`src/hdl/scba_pkg.sv`:
```
// Shared types and default sizes for the size-class bitmap allocator.
// No dependencies; imported by size_class_bitmap_allocator.
`timescale 1ns / 1ps
`default_nettype none

package scba_pkg;

  // Default sizing, handed to the top level as parameter defaults.
  localparam int SlotsPerPoolDef = 32;
  localparam int MinSizeIndexDef = 2;
  localparam int PoolCountDef    = 16;

  localparam int DataWidth   = 32;
  localparam int SizeWidth   = 16;
  localparam int StatusWidth = 3;
  localparam int ReqWidth    = 2;
  localparam int PaddrWidth  = 3;

  // Register word index on the configuration port.
  localparam logic RegArenaBase = 1'b0;

  typedef enum logic [ReqWidth-1:0] {
    REQ_CREATE  = 2'd0,
    REQ_ALLOC   = 2'd1,
    REQ_DEALLOC = 2'd2,
    REQ_DESTROY = 2'd3
  } req_e;

  typedef enum logic [StatusWidth-1:0] {
    STAT_OK          = 3'd0,
    STAT_BAD_SIZE    = 3'd1,
    STAT_NOT_CREATED = 3'd2,
    STAT_FULL        = 3'd3,
    STAT_NO_POOL     = 3'd4,
    STAT_BAD_ADDR    = 3'd5
  } status_e;

  typedef enum logic {
    S_IDLE = 1'b0,
    S_EXEC = 1'b1
  } state_e;

endpackage

`default_nettype wire

```
`src/hdl/size_class_bitmap_allocator.sv`:
```
// Size-class bitmap allocator: one pool per power-of-two object size, one
// occupancy word per pool held in a synchronous memory. Depends on scba_pkg.
//
// Usage:
//   Requests arrive on the input channel (in_valid_i / in_stall_o) with
//   req_type_i, obj_size_i and address_i. Each request gives exactly one
//   result beat on the output channel (out_valid_o / out_stall_i) carrying
//   status_o and obj_address_o.
//   For each request the accept edge decodes the size or the address
//   into a pool index and reads that pool's bitmap word; in the EXEC
//   state, once the output register is free, the word is modified and
//   written back and the result register is loaded. The single bitmap
//   memory port does one read-modify-write per request, not overlapped.
//   A result waits in the output register while the receiver stalls; the
//   next request is still accepted, and its write-back holds until the
//   output register is free.
//   Reset clears the pool-present flags, the base register and the output
//   valid. The bitmap memory needs no clearing: a word is only used for a
//   present pool, and creating a pool writes its word to zero. The user
//   writes the arena base over the APB-style port at byte address 0 only
//   while the block is idle (not enforced); pready is always high.
`timescale 1ns / 1ps
`default_nettype none

module size_class_bitmap_allocator #(
  parameter int SLOTS_PER_POOL = scba_pkg::SlotsPerPoolDef,
  parameter int MIN_SIZE_INDEX = scba_pkg::MinSizeIndexDef,
  parameter int POOL_COUNT     = scba_pkg::PoolCountDef
) (
  input  wire logic                                clk_i,
  input  wire logic                                rst_ni,
  // configuration port
  input  wire logic                                psel,
  input  wire logic                                penable,
  input  wire logic                                pwrite,
  input  wire logic [scba_pkg::PaddrWidth-1:0]     paddr,
  input  wire logic [scba_pkg::DataWidth-1:0]      pwdata,
  output logic      [scba_pkg::DataWidth-1:0]      prdata,
  output logic                                     pready,
  // request channel
  input  wire logic                                in_valid_i,
  output logic                                     in_stall_o,
  input  wire logic [scba_pkg::ReqWidth-1:0]       req_type_i,
  input  wire logic [scba_pkg::SizeWidth-1:0]      obj_size_i,
  input  wire logic [scba_pkg::DataWidth-1:0]      address_i,
  // result channel
  output logic                                     out_valid_o,
  input  wire logic                                out_stall_i,
  output logic      [scba_pkg::StatusWidth-1:0]    status_o,
  output logic      [scba_pkg::DataWidth-1:0]      obj_address_o
);
  import scba_pkg::*;

  localparam int PW = (POOL_COUNT > 1) ? $clog2(POOL_COUNT) : 1;
  localparam int SW = (SLOTS_PER_POOL > 1) ? $clog2(SLOTS_PER_POOL) : 1;

  // Configuration register
  logic [DataWidth-1:0] arena_q;
  logic                 cfg_wr;

  assign pready = 1'b1;
  assign cfg_wr = psel && penable && pwrite && (paddr[2] == RegArenaBase);
  assign prdata = (paddr[2] == RegArenaBase) ? arena_q : '0;

  always_ff @(posedge clk_i or negedge rst_ni) begin
    if (!rst_ni) begin
      arena_q <= '0;
    end else if (cfg_wr) begin
      arena_q <= pwdata;
    end
  end

  // Control state
  state_e                state_q, state_d;
  logic                  accept;
  logic                  exec_fire;
  logic [POOL_COUNT-1:0] present_q;
  logic                  out_valid_q;

  // Request held between decode and write-back
  req_e                  op_q;
  status_e               pre_stat_q;
  logic [PW-1:0]         pool_q;
  logic [SW-1:0]         slot_q;
  logic [DataWidth-1:0]  base_q;

  // Bitmap memory
  logic [SLOTS_PER_POOL-1:0] bitmap_mem [POOL_COUNT];
  logic [SLOTS_PER_POOL-1:0] rd_data_q;
  logic                      mem_we;
  logic [SLOTS_PER_POOL-1:0] mem_wdata;

  // Decode of the incoming request
  req_e                  req_in;
  logic [DataWidth-1:0]  region_start [POOL_COUNT];
  logic [DataWidth-1:0]  offset;
  logic [POOL_COUNT-1:0] size_hit;
  logic [POOL_COUNT-1:0] addr_hit;
  logic [PW-1:0]         size_pool;
  logic [PW-1:0]         addr_pool;
  logic [SW-1:0]         addr_slot;
  logic [DataWidth-1:0]  size_base;
  logic [PW-1:0]         pool_d;
  status_e               pre_stat_d;

  assign req_in = req_e'(req_type_i);
  assign offset = address_i - arena_q;

  always_comb begin
    size_hit  = '0;
    addr_hit  = '0;
    size_pool = '0;
    addr_pool = '0;
    addr_slot = '0;
    size_base = '0;
    for (int k = 0; k < POOL_COUNT; k++) begin
      region_start[k] = DataWidth'(SLOTS_PER_POOL) << k;
      // Regions are disjoint and adjacent, so at most one pool matches.
      addr_hit[k] = present_q[k] && (offset >= region_start[k]) &&
                    (offset < (region_start[k] << 1));
      // A size matches only an exact power of two in the pool range.
      size_hit[k] = (k >= MIN_SIZE_INDEX) &&
                    (DataWidth'(obj_size_i) == (DataWidth'(1) << k));
      if (size_hit[k]) begin
        size_pool = PW'(k);
        size_base = arena_q + region_start[k];
      end
      if (addr_hit[k]) begin
        addr_pool = PW'(k);
        addr_slot = SW'((offset - region_start[k]) >> k);
      end
    end
  end

  always_comb begin
    pre_stat_d = STAT_OK;
    pool_d     = size_pool;
    unique case (req_in)
      REQ_DEALLOC: begin
        pool_d = addr_pool;
        if (address_i == '0) begin
          pre_stat_d = STAT_BAD_ADDR;
        end else if (addr_hit == '0) begin
          pre_stat_d = STAT_NO_POOL;
        end
      end
      REQ_CREATE: begin
        if (size_hit == '0) begin
          pre_stat_d = STAT_BAD_SIZE;
        end
      end
      REQ_ALLOC: begin
        if (size_hit == '0) begin
          pre_stat_d = STAT_BAD_SIZE;
        end else if (!present_q[size_pool]) begin
          pre_stat_d = STAT_NOT_CREATED;
        end
      end
      REQ_DESTROY: begin
        if (size_hit == '0) begin
          pre_stat_d = STAT_BAD_SIZE;
        end else if (!present_q[size_pool]) begin
          pre_stat_d = STAT_NO_POOL;
        end
      end
      default: pre_stat_d = STAT_BAD_SIZE;
    endcase
  end

  // Sequencer: accept in IDLE, write back in EXEC once the output is free.
  always_ff @(posedge clk_i or negedge rst_ni) begin
    if (!rst_ni) begin
      state_q <= S_IDLE;
    end else begin
      state_q <= state_d;
    end
  end

  always_comb begin
    state_d    = state_q;
    in_stall_o = 1'b1;
    accept     = 1'b0;
    exec_fire  = 1'b0;
    unique case (state_q)
      S_IDLE: begin
        in_stall_o = 1'b0;
        accept     = in_valid_i;
        if (in_valid_i) begin
          state_d = S_EXEC;
        end
      end
      S_EXEC: begin
        // Hold while a previous result still waits on the receiver.
        if (!(out_valid_q && out_stall_i)) begin
          exec_fire = 1'b1;
          state_d   = S_IDLE;
        end
      end
      default: state_d = S_IDLE;
    endcase
  end

  // Capture the decoded request and read its bitmap word.
  always_ff @(posedge clk_i) begin
    if (accept) begin
      op_q       <= req_in;
      pre_stat_q <= pre_stat_d;
      pool_q     <= pool_d;
      slot_q     <= addr_slot;
      base_q     <= size_base;
      rd_data_q  <= bitmap_mem[pool_d];
    end
  end

  always_ff @(posedge clk_i) begin
    if (mem_we) begin
      bitmap_mem[pool_q] <= mem_wdata;
    end
  end

  // Modify step
  logic [SLOTS_PER_POOL-1:0] free_bits;
  logic [SW-1:0]             free_idx;
  logic [SLOTS_PER_POOL-1:0] alloc_bit;
  logic [SLOTS_PER_POOL-1:0] dealloc_bit;
  status_e                   res_stat;
  logic [DataWidth-1:0]      res_addr;
  logic                      set_present;
  logic                      clr_present;

  assign free_bits   = ~rd_data_q;
  assign alloc_bit   = SLOTS_PER_POOL'(1) << free_idx;
  assign dealloc_bit = SLOTS_PER_POOL'(1) << slot_q;

  // Lowest free slot
  always_comb begin
    free_idx = '0;
    for (int s = SLOTS_PER_POOL - 1; s >= 0; s--) begin
      if (free_bits[s]) begin
        free_idx = SW'(s);
      end
    end
  end

  always_comb begin
    res_stat    = pre_stat_q;
    res_addr    = '0;
    mem_we      = 1'b0;
    mem_wdata   = rd_data_q;
    set_present = 1'b0;
    clr_present = 1'b0;
    if (pre_stat_q == STAT_OK) begin
      case (op_q)
        REQ_CREATE: begin
          // Existing pool keeps its bitmap.
          if (!present_q[pool_q]) begin
            set_present = 1'b1;
            mem_we      = exec_fire;
            mem_wdata   = '0;
          end
        end
        REQ_ALLOC: begin
          if (free_bits == '0) begin
            res_stat = STAT_FULL;
          end else begin
            mem_we    = exec_fire;
            mem_wdata = rd_data_q | alloc_bit;
            res_addr  = base_q + (DataWidth'(free_idx) << pool_q);
          end
        end
        REQ_DEALLOC: begin
          if ((rd_data_q & dealloc_bit) == '0) begin
            res_stat = STAT_BAD_ADDR;
          end else begin
            mem_we    = exec_fire;
            mem_wdata = rd_data_q & ~dealloc_bit;
          end
        end
        default: begin
          // Destroy: the word is rewritten on the next create.
          clr_present = 1'b1;
        end
      endcase
    end
  end

  always_ff @(posedge clk_i or negedge rst_ni) begin
    if (!rst_ni) begin
      present_q <= '0;
    end else if (exec_fire) begin
      if (set_present) begin
        present_q[pool_q] <= 1'b1;
      end else if (clr_present) begin
        present_q[pool_q] <= 1'b0;
      end
    end
  end

  // Output register
  logic [StatusWidth-1:0] status_q;
  logic [DataWidth-1:0]   alloc_addr_q;

  always_ff @(posedge clk_i or negedge rst_ni) begin
    if (!rst_ni) begin
      out_valid_q <= 1'b0;
    end else if (exec_fire) begin
      out_valid_q <= 1'b1;
    end else if (!out_stall_i) begin
      out_valid_q <= 1'b0;
    end
  end

  always_ff @(posedge clk_i) begin
    if (exec_fire) begin
      status_q     <= res_stat;
      alloc_addr_q <= res_addr;
    end
  end

  assign out_valid_o   = out_valid_q;
  assign status_o      = status_q;
  assign obj_address_o = alloc_addr_q;

endmodule

`default_nettype wire
```
`config.mk`:
```
export PLATFORM = sky130hd
export DESIGN_NAME = size_class_bitmap_allocator
export DESIGN_NICKNAME = d
export VERILOG_FILES = /design/src/hdl/scba_pkg.sv /design/src/hdl/size_class_bitmap_allocator.sv
export SDC_FILE = /design/constraint.sdc
export NUM_CORES = 2
export LEC_CHECK = 0
export ABC_CLOCK_PERIOD_IN_PS = 10700
export BUFFER_PORTS_ARGS = -buffer_cell sky130_fd_sc_hd__buf_2
export CAP_MARGIN = 20
export CELL_PAD_IN_SITES_DETAIL_PLACEMENT = 1
export CELL_PAD_IN_SITES_GLOBAL_PLACEMENT = 2
export CORE_ASPECT_RATIO = 0.8
export CORE_UTILIZATION = 40
export CTS_CLUSTER_DIAMETER = 120
export DETAILED_ROUTE_END_ITERATION = 7
export PLACE_DENSITY = 0.82
export SLEW_MARGIN = 20
export SYNTH_ARGS = -nofsm -noshare
export SYNTH_HDL_FRONTEND = slang
export SYNTH_SLANG_ARGS = --single-unit
```
`constraint.sdc`:
```
create_clock -name clk_i -period 10.7 [get_ports clk_i]
set_clock_uncertainty 0.05 [all_clocks]
set_input_delay 1.07 -clock clk_i [delete_from_list [all_inputs] [get_ports clk_i]]
set_output_delay 1.07 -clock clk_i [all_outputs]
set_load 0.05 [all_outputs]
```
Word level (Yosys, flattened, before mapping) --
Memories as Yosys holds them, arrays and structs flattened. A register that Yosys moved wholly into a read port is not among the register bits. Cells that the tools add are included.
Storage, ports and cells: flip-flop bits (word level) 131, memories kept 1, bits of input ports 92, bits in writable memories 512, output and inout port bits 70, word-level logic and storage cells 302
Memory list:
- bitmap_mem | depth 16, width 32, read ports 1, clocked after memory_dff 1, wr ports 1, line size_class_bitmap_allocator.sv:88 | logic [SLOTS_PER_POOL-1:0] bitmap_mem [POOL_COUNT];
Operators by class: eq/ne operators 20, magnitude comparators 35, add/subtract/negate cells 32, reductions and logical operators 49, shift operators 3, bitwise gates (word level) 12, multiplexer cells 139
Operators by type and width (count):
- 32-bit two-way mux | 19
- 5-bit two-way mux | 48
- 32-bit logical NOT | 3
- 32-bit case mux with 3 select lines | 1
- 4-bit two-way mux | 17
- 32-bit AND | 2
- 32-bit inverter | 2
- 1-bit by 5-bit << shifter with 32-bit output, first input constant | 2
- 3-bit two-way mux | 15
- 1-bit logical AND | 37
- 32-bit by 10-bit adder with 32-bit output, second input constant | 1
- 32-bit by 11-bit adder with 32-bit output, second input constant | 1
- 32-bit by 12-bit adder with 32-bit output, second input constant | 1
- 32-bit by 13-bit adder with 32-bit output, second input constant | 1
- 32-bit by 14-bit adder with 32-bit output, second input constant | 1
- 32-bit by 15-bit adder with 32-bit output, second input constant | 1
- 32-bit by 16-bit adder with 32-bit output, second input constant | 1
- 32-bit by 17-bit adder with 32-bit output, second input constant | 1
- 32-bit by 18-bit adder with 32-bit output, second input constant | 1
- 32-bit by 19-bit adder with 32-bit output, second input constant | 1
- 32-bit by 20-bit adder with 32-bit output, second input constant | 1
- 32-bit by 21-bit adder with 32-bit output, second input constant | 1
- 32-bit adder | 1
- 32-bit by 8-bit adder with 32-bit output, second input constant | 1
- 90 further kinds | 130

Logic depth before layout (Yosys ltp) --
depth after elaboration 38, depth in mapped cells 30, depth with buffers taken out 29

Worst setup path before layout --
No wires, ideal clock.
path kind input to register, start point in out_stall_i, end point mem bitmap_mem[0][0] (netlist name) (enable), slack 4366 ps, data arrival time 5782 ps, stages 5, required time 10147 ps, setup time 503 ps, buffers on the path 1, cell sequence nand2_1 and2_1 clkbuf_1 nand3_1 nor4_1
Between the ends: word-level cells in the longest chain between the ends 8, elaborated cells on any way between the ends 10, those cells by class mux: 9; reduce/logical: 1
Ends and longest elaborated chain:
- start: declaration | line size_class_bitmap_allocator.sv:48 | input wire logic out_stall_i,
- 1-bit logical AND * | line size_class_bitmap_allocator.sv:194 | if (!(out_valid_q && out_stall_i)) begin
- 1-bit two-way mux * | line size_class_bitmap_allocator.sv:194
- 1-bit two-way mux * | line size_class_bitmap_allocator.sv:184 | unique case (state_q)
- net exec_fire | line size_class_bitmap_allocator.sv:76 | logic exec_fire;
- 1-bit two-way mux, on equally long branches | line size_class_bitmap_allocator.sv:272, size_class_bitmap_allocator.sv:256, size_class_bitmap_allocator.sv:263
- 1-bit case mux with 3 select lines * | line size_class_bitmap_allocator.sv:253 | case (op_q)
- 1-bit two-way mux * | line size_class_bitmap_allocator.sv:252 | if (pre_stat_q == STAT_OK) begin
- 1-bit two-way mux * | line size_class_bitmap_allocator.sv:216 | if (mem_we) begin
- 1-bit two-way mux (not written as such) * | line size_class_bitmap_allocator.sv:217 | bitmap_mem[pool_q] <= mem_wdata;
- end: declaration | line size_class_bitmap_allocator.sv:88
The timed path passes the listed nets; every way through them passes the cells marked *.

Final worst setup path --
start point reg arena_q[11], end point reg rd_data_q[19], read port of bitmap_mem (data pin)
Between the ends: word-level cells in the longest chain between the ends 20, elaborated cells on any way between the ends 77, those cells by class add/sub: 1; order compare: 30; mux: 16; reduce/logical: 30
Ends and longest elaborated chain:
- start: declaration | line size_class_bitmap_allocator.sv:58 | logic [DataWidth-1:0] arena_q;
- start signal: assignment | line size_class_bitmap_allocator.sv:69 | arena_q <= pwdata;
- 32-bit subtractor * | line size_class_bitmap_allocator.sv:107 | assign offset = address_i - arena_q;
- 32-bit by 7-bit >= comparator with 1-bit output | line size_class_bitmap_allocator.sv:119 | addr_hit[k] = present_q[k] && (offset >= region_start[k]) &&
- 1-bit logical AND (2 in series) | line size_class_bitmap_allocator.sv:119
- 1-bit two-way mux | line size_class_bitmap_allocator.sv:128 | if (addr_hit[k]) begin
- 2-bit two-way mux (2 in series) | line size_class_bitmap_allocator.sv:128
- 3-bit two-way mux (4 in series) | line size_class_bitmap_allocator.sv:128
- 4-bit two-way mux (7 in series) | line size_class_bitmap_allocator.sv:128
- 4-bit two-way mux * | line size_class_bitmap_allocator.sv:128
- 4-bit two-way mux * | line size_class_bitmap_allocator.sv:138 | unique case (req_in)
- end: declaration | line size_class_bitmap_allocator.sv:89 | logic [SLOTS_PER_POOL-1:0] rd_data_q;
Every way passes the cells marked *; elsewhere a longest branch is shown, timed or not. A chain may end at the register's enable or synchronous reset.

==> reports/qor.yml <==
yosys:
  synth_area_leader_cell: "edfxtp_1"
  yosys_warnings: 0
  synth.avg_cell_area_um2: 11.22
  synth-seq-cells: 675
  async_flop_share_pct: 7.407
  yosysTopAreaCellShare_pct: 50.70
  yosysSeqAreaShare_pct: 54.09
  syn_area_um2: 37010
  synth_flop_cell: "edfxtp_1"
  ys_top_cells_by_area: "edfxtp_1, mux2i_1, dfrtp_1"
  syn_inst: 3299
  synth-edff-count: 625
  syn_nets: 3462
  synth_cell_types: 98
sta:
  tightest_slew_ns: 1.081
  fin_crit_sh_pct: 71.94
  rsz0062_at_grt: "no"
  maxSlewViolCount: 0
  setup_slack_ns: 3.002
  fmax_ghz: 0.1299
  min_period_ns: 7.698
  slew_headroom_pct: 27.80
  setup_viol: 0
  hold_viol_final: 0
  tns_ns: 0
place:
  dp_hpwl_mm: 85.53
  port_buffers: 158
  pre_cts_ws_ns: 3.119
  dp.cells: 4557
  gp_congestion: 0.9505
floorplanning:
  ios: 162
  rows: 99
  start_util_pct: 40.49
  die_w_um: 342.1
  die_area_um2: 93760
  core_um2: 91420
  die_y_um: 274.1
grt:
  grt_first_pass_wirelength_mm: 191.5
  grt_max_degree: 129
  gr-usage-all-layers_pct: 27.30
  grt_pass1_vias: 28879
  antenna_found_initial: 0
  grt_overflow: 0
power_and_ir_drop:
  p_leak_nw: 15.33
  power.density_nw_per_um2: 190.4
  ir_drop_mv: 0.1978
cts:
  clkTransAtPathRegs_ns: 0.07
  worstSkewPairLatency_ns: 0.66
  cts.path.max_buffers: 3
  cts_sinks: 675
  cts_setup_buffers: 0
  cts_made_buffers: 72
  root_buffer: "clkbuf_16"
  htree_levels: 3
  cts_hold_buffers: 0
  cts_resized: 0
  cts_tree: "built"
final_layout:
  drive_above_1_share_pct: 16.68
  layout_commonest_cell: "edfxtp_1"
  final_cell_mix: "edfxtp_1, nand2_1, nor2_1"
  area_delta_synth_final_pct: 12.97
  fillers: 9878
  fin_nets: 3584
  finalNonFillerCells: 4691
status:
  status: "complete, but fails checks"
  violations: "DRC"
detailed_routing:
  firstDrtPassIters: 7
  viasPerCell: 6.227
  wirelength_mm: 129.8
  ant_nets: 0
  vias: 29209
  routedWlPerCell_um: 27.68
  drc: 4
  drtIter0Drc: 2845
critical_path:
  start_kind: "flop"
  crit_arrival_ns: 8.07
  cp_max_fo: 38
  critPathRequiredTime_ns: 11.08
  crit_type: "flop to flop"
  worstSetupEndpointType: "flop"
run:
  maxCapViolCount: 0
min_path:
  hold_path.class: "flop to flop"
[flip-flops by register name, summed over array words and instances (netlist names), named ones only]
signal / cells
arena_q: 32
rd_data_q: 32
out_valid_o: 1
pool_q: 4
pre_stat_q: 3
op_q: 2
obj_address_o: 32
base_q: 32
slot_q: 5
state_q: 1
status_o: 3
bitmap_mem: 512
[final cells by class]
type	instances	area, um^2	share of cell area (%)
multi-input cells	2331	15990	38.23
clock inverters	44	591.8	1.415
clock buffers	86	1854	4.434
diodes	2	5.005	0.01197
well taps	1212	1516	3.627
flip-flops and latches	675	20020	47.88
inverters	93	349.1	0.8348
repair buffers	248	1493	3.570
[report_power, final]
group / total, W / internal, W / switching, W
Clock: 0.00262 / 0.00152 / 0.00110
Sequential: 0.00336 / 0.00316 / 0.000209
Combinational: 0.00198 / 0.000560 / 0.00142
[stage by stage]
stage | util (%) | hold slack, ns | power (W) | cell area, um^2
3_5_place_dp | 43.00 | 0.4440 | 0.005336 | 39300
5_1_grt | 45.74 | 0.4846 | 0.008242 | 41810
6_report | 45.74 | 0.4558 | 0.007963 | 41820
3_3_place_gp | 43.00 | 0.4379 | 0.005307 | 39300
2_1_floorplan | - | 0.4294 | 0.004637 | 37010
4_1_cts | 45.67 | 0.4572 | 0.007958 | 41750
[cells in the mapped netlist, types with 10 or more instances]
cell type  count
a221oi_1      24
inv_1         84
nor2_1       276
o21ai_1       30
o21ai_2       13
a21o_1        20
or2_2         13
and2_1        22
nand3b_1      13
edfxtp_1     625
nor2b_1       17
o32ai_1       10
a221oi_2      32
o31ai_1       10
nand2b_1      27
o221ai_1      23
a22oi_1       72
o211ai_1      23
o21ai_0      210
a31oi_1       40
or3_1         14
nand2_1      307
nor3_1        63
o22ai_1       40
nand3_1       94
buf_1         10
buf_2         51
clkbuf_1     129
a211oi_1      22
mux2i_1      214
a21oi_1      155
and3_1        28
nand4_1       38
ha_1          69
xnor2_1       77
xor2_1        27
nor4_1        24
a41oi_1       10
o41ai_1       17
dfrtp_1       50
mux2_2        99
[cell families (layout without fill, tap and decap cells)]
| group | Yosys count | after routing | synth area share (%) |
|---|---|---|---|
| other | 1 | 3 | 0.01013 |
| DFF | 675 | 675 | 54.09 |
| xor gates and xnor gates | 104 | 104 | 2.461 |
| buffers and inverters | 293 | 471 | 3.330 |
| AOI/OAI and AO/OA | 858 | 858 | 16.05 |
| muxes | 323 | 323 | 9.255 |
| adders and majority gates | 71 | 71 | 2.441 |
| and+or+nand+nor | 974 | 974 | 12.37 |
[metal layers]
layer / routed length, um / vias to the layer above / GRT usage, %
met5: 0 / - / 0
met4: 3677 / 0 / 8.000
met3: 9919 / 204 / 4.576
met2: 56770 / 1168 / 41.07
met1: 59470 / 14942 / 40.18
li1: - / 12895 / -
[final timing paths]
check                            start                          to  slack (ns)  cells past startpoint
max                        arena_q[11]               rd_data_q[19]        3.00                     16
min                         arena_q[3]                  arena_q[3]        0.46                      1
max reg2reg                arena_q[11]               rd_data_q[19]        3.00                     16
min reg2reg                 arena_q[3]                  arena_q[3]        0.46                      1
max in group asynchronous       rst_ni  asynchronous set/reset pin        9.46                      2
min in group asynchronous       rst_ni                 arena_q[22]        0.52                      2
[critical path: stages, from the launching register on]
cell	delay, ns
dfrtp_1	0.85
inv_1	0.32
ha_1	0.53
a21oi_1	0.42
o211ai_2	0.19
a32oi_1	0.34
o21ai_2	0.19
a21oi_1	0.32
o21a_1	0.21
mux2_1	0.36
or4_1	0.76
nor4_4	0.70
a221oi_2	0.26
nor2_4	0.81
buf_4	0.52
o21ai_0	0.23
a221oi_2	0.41
Note: power is estimated with default switching activity, not from simulation.
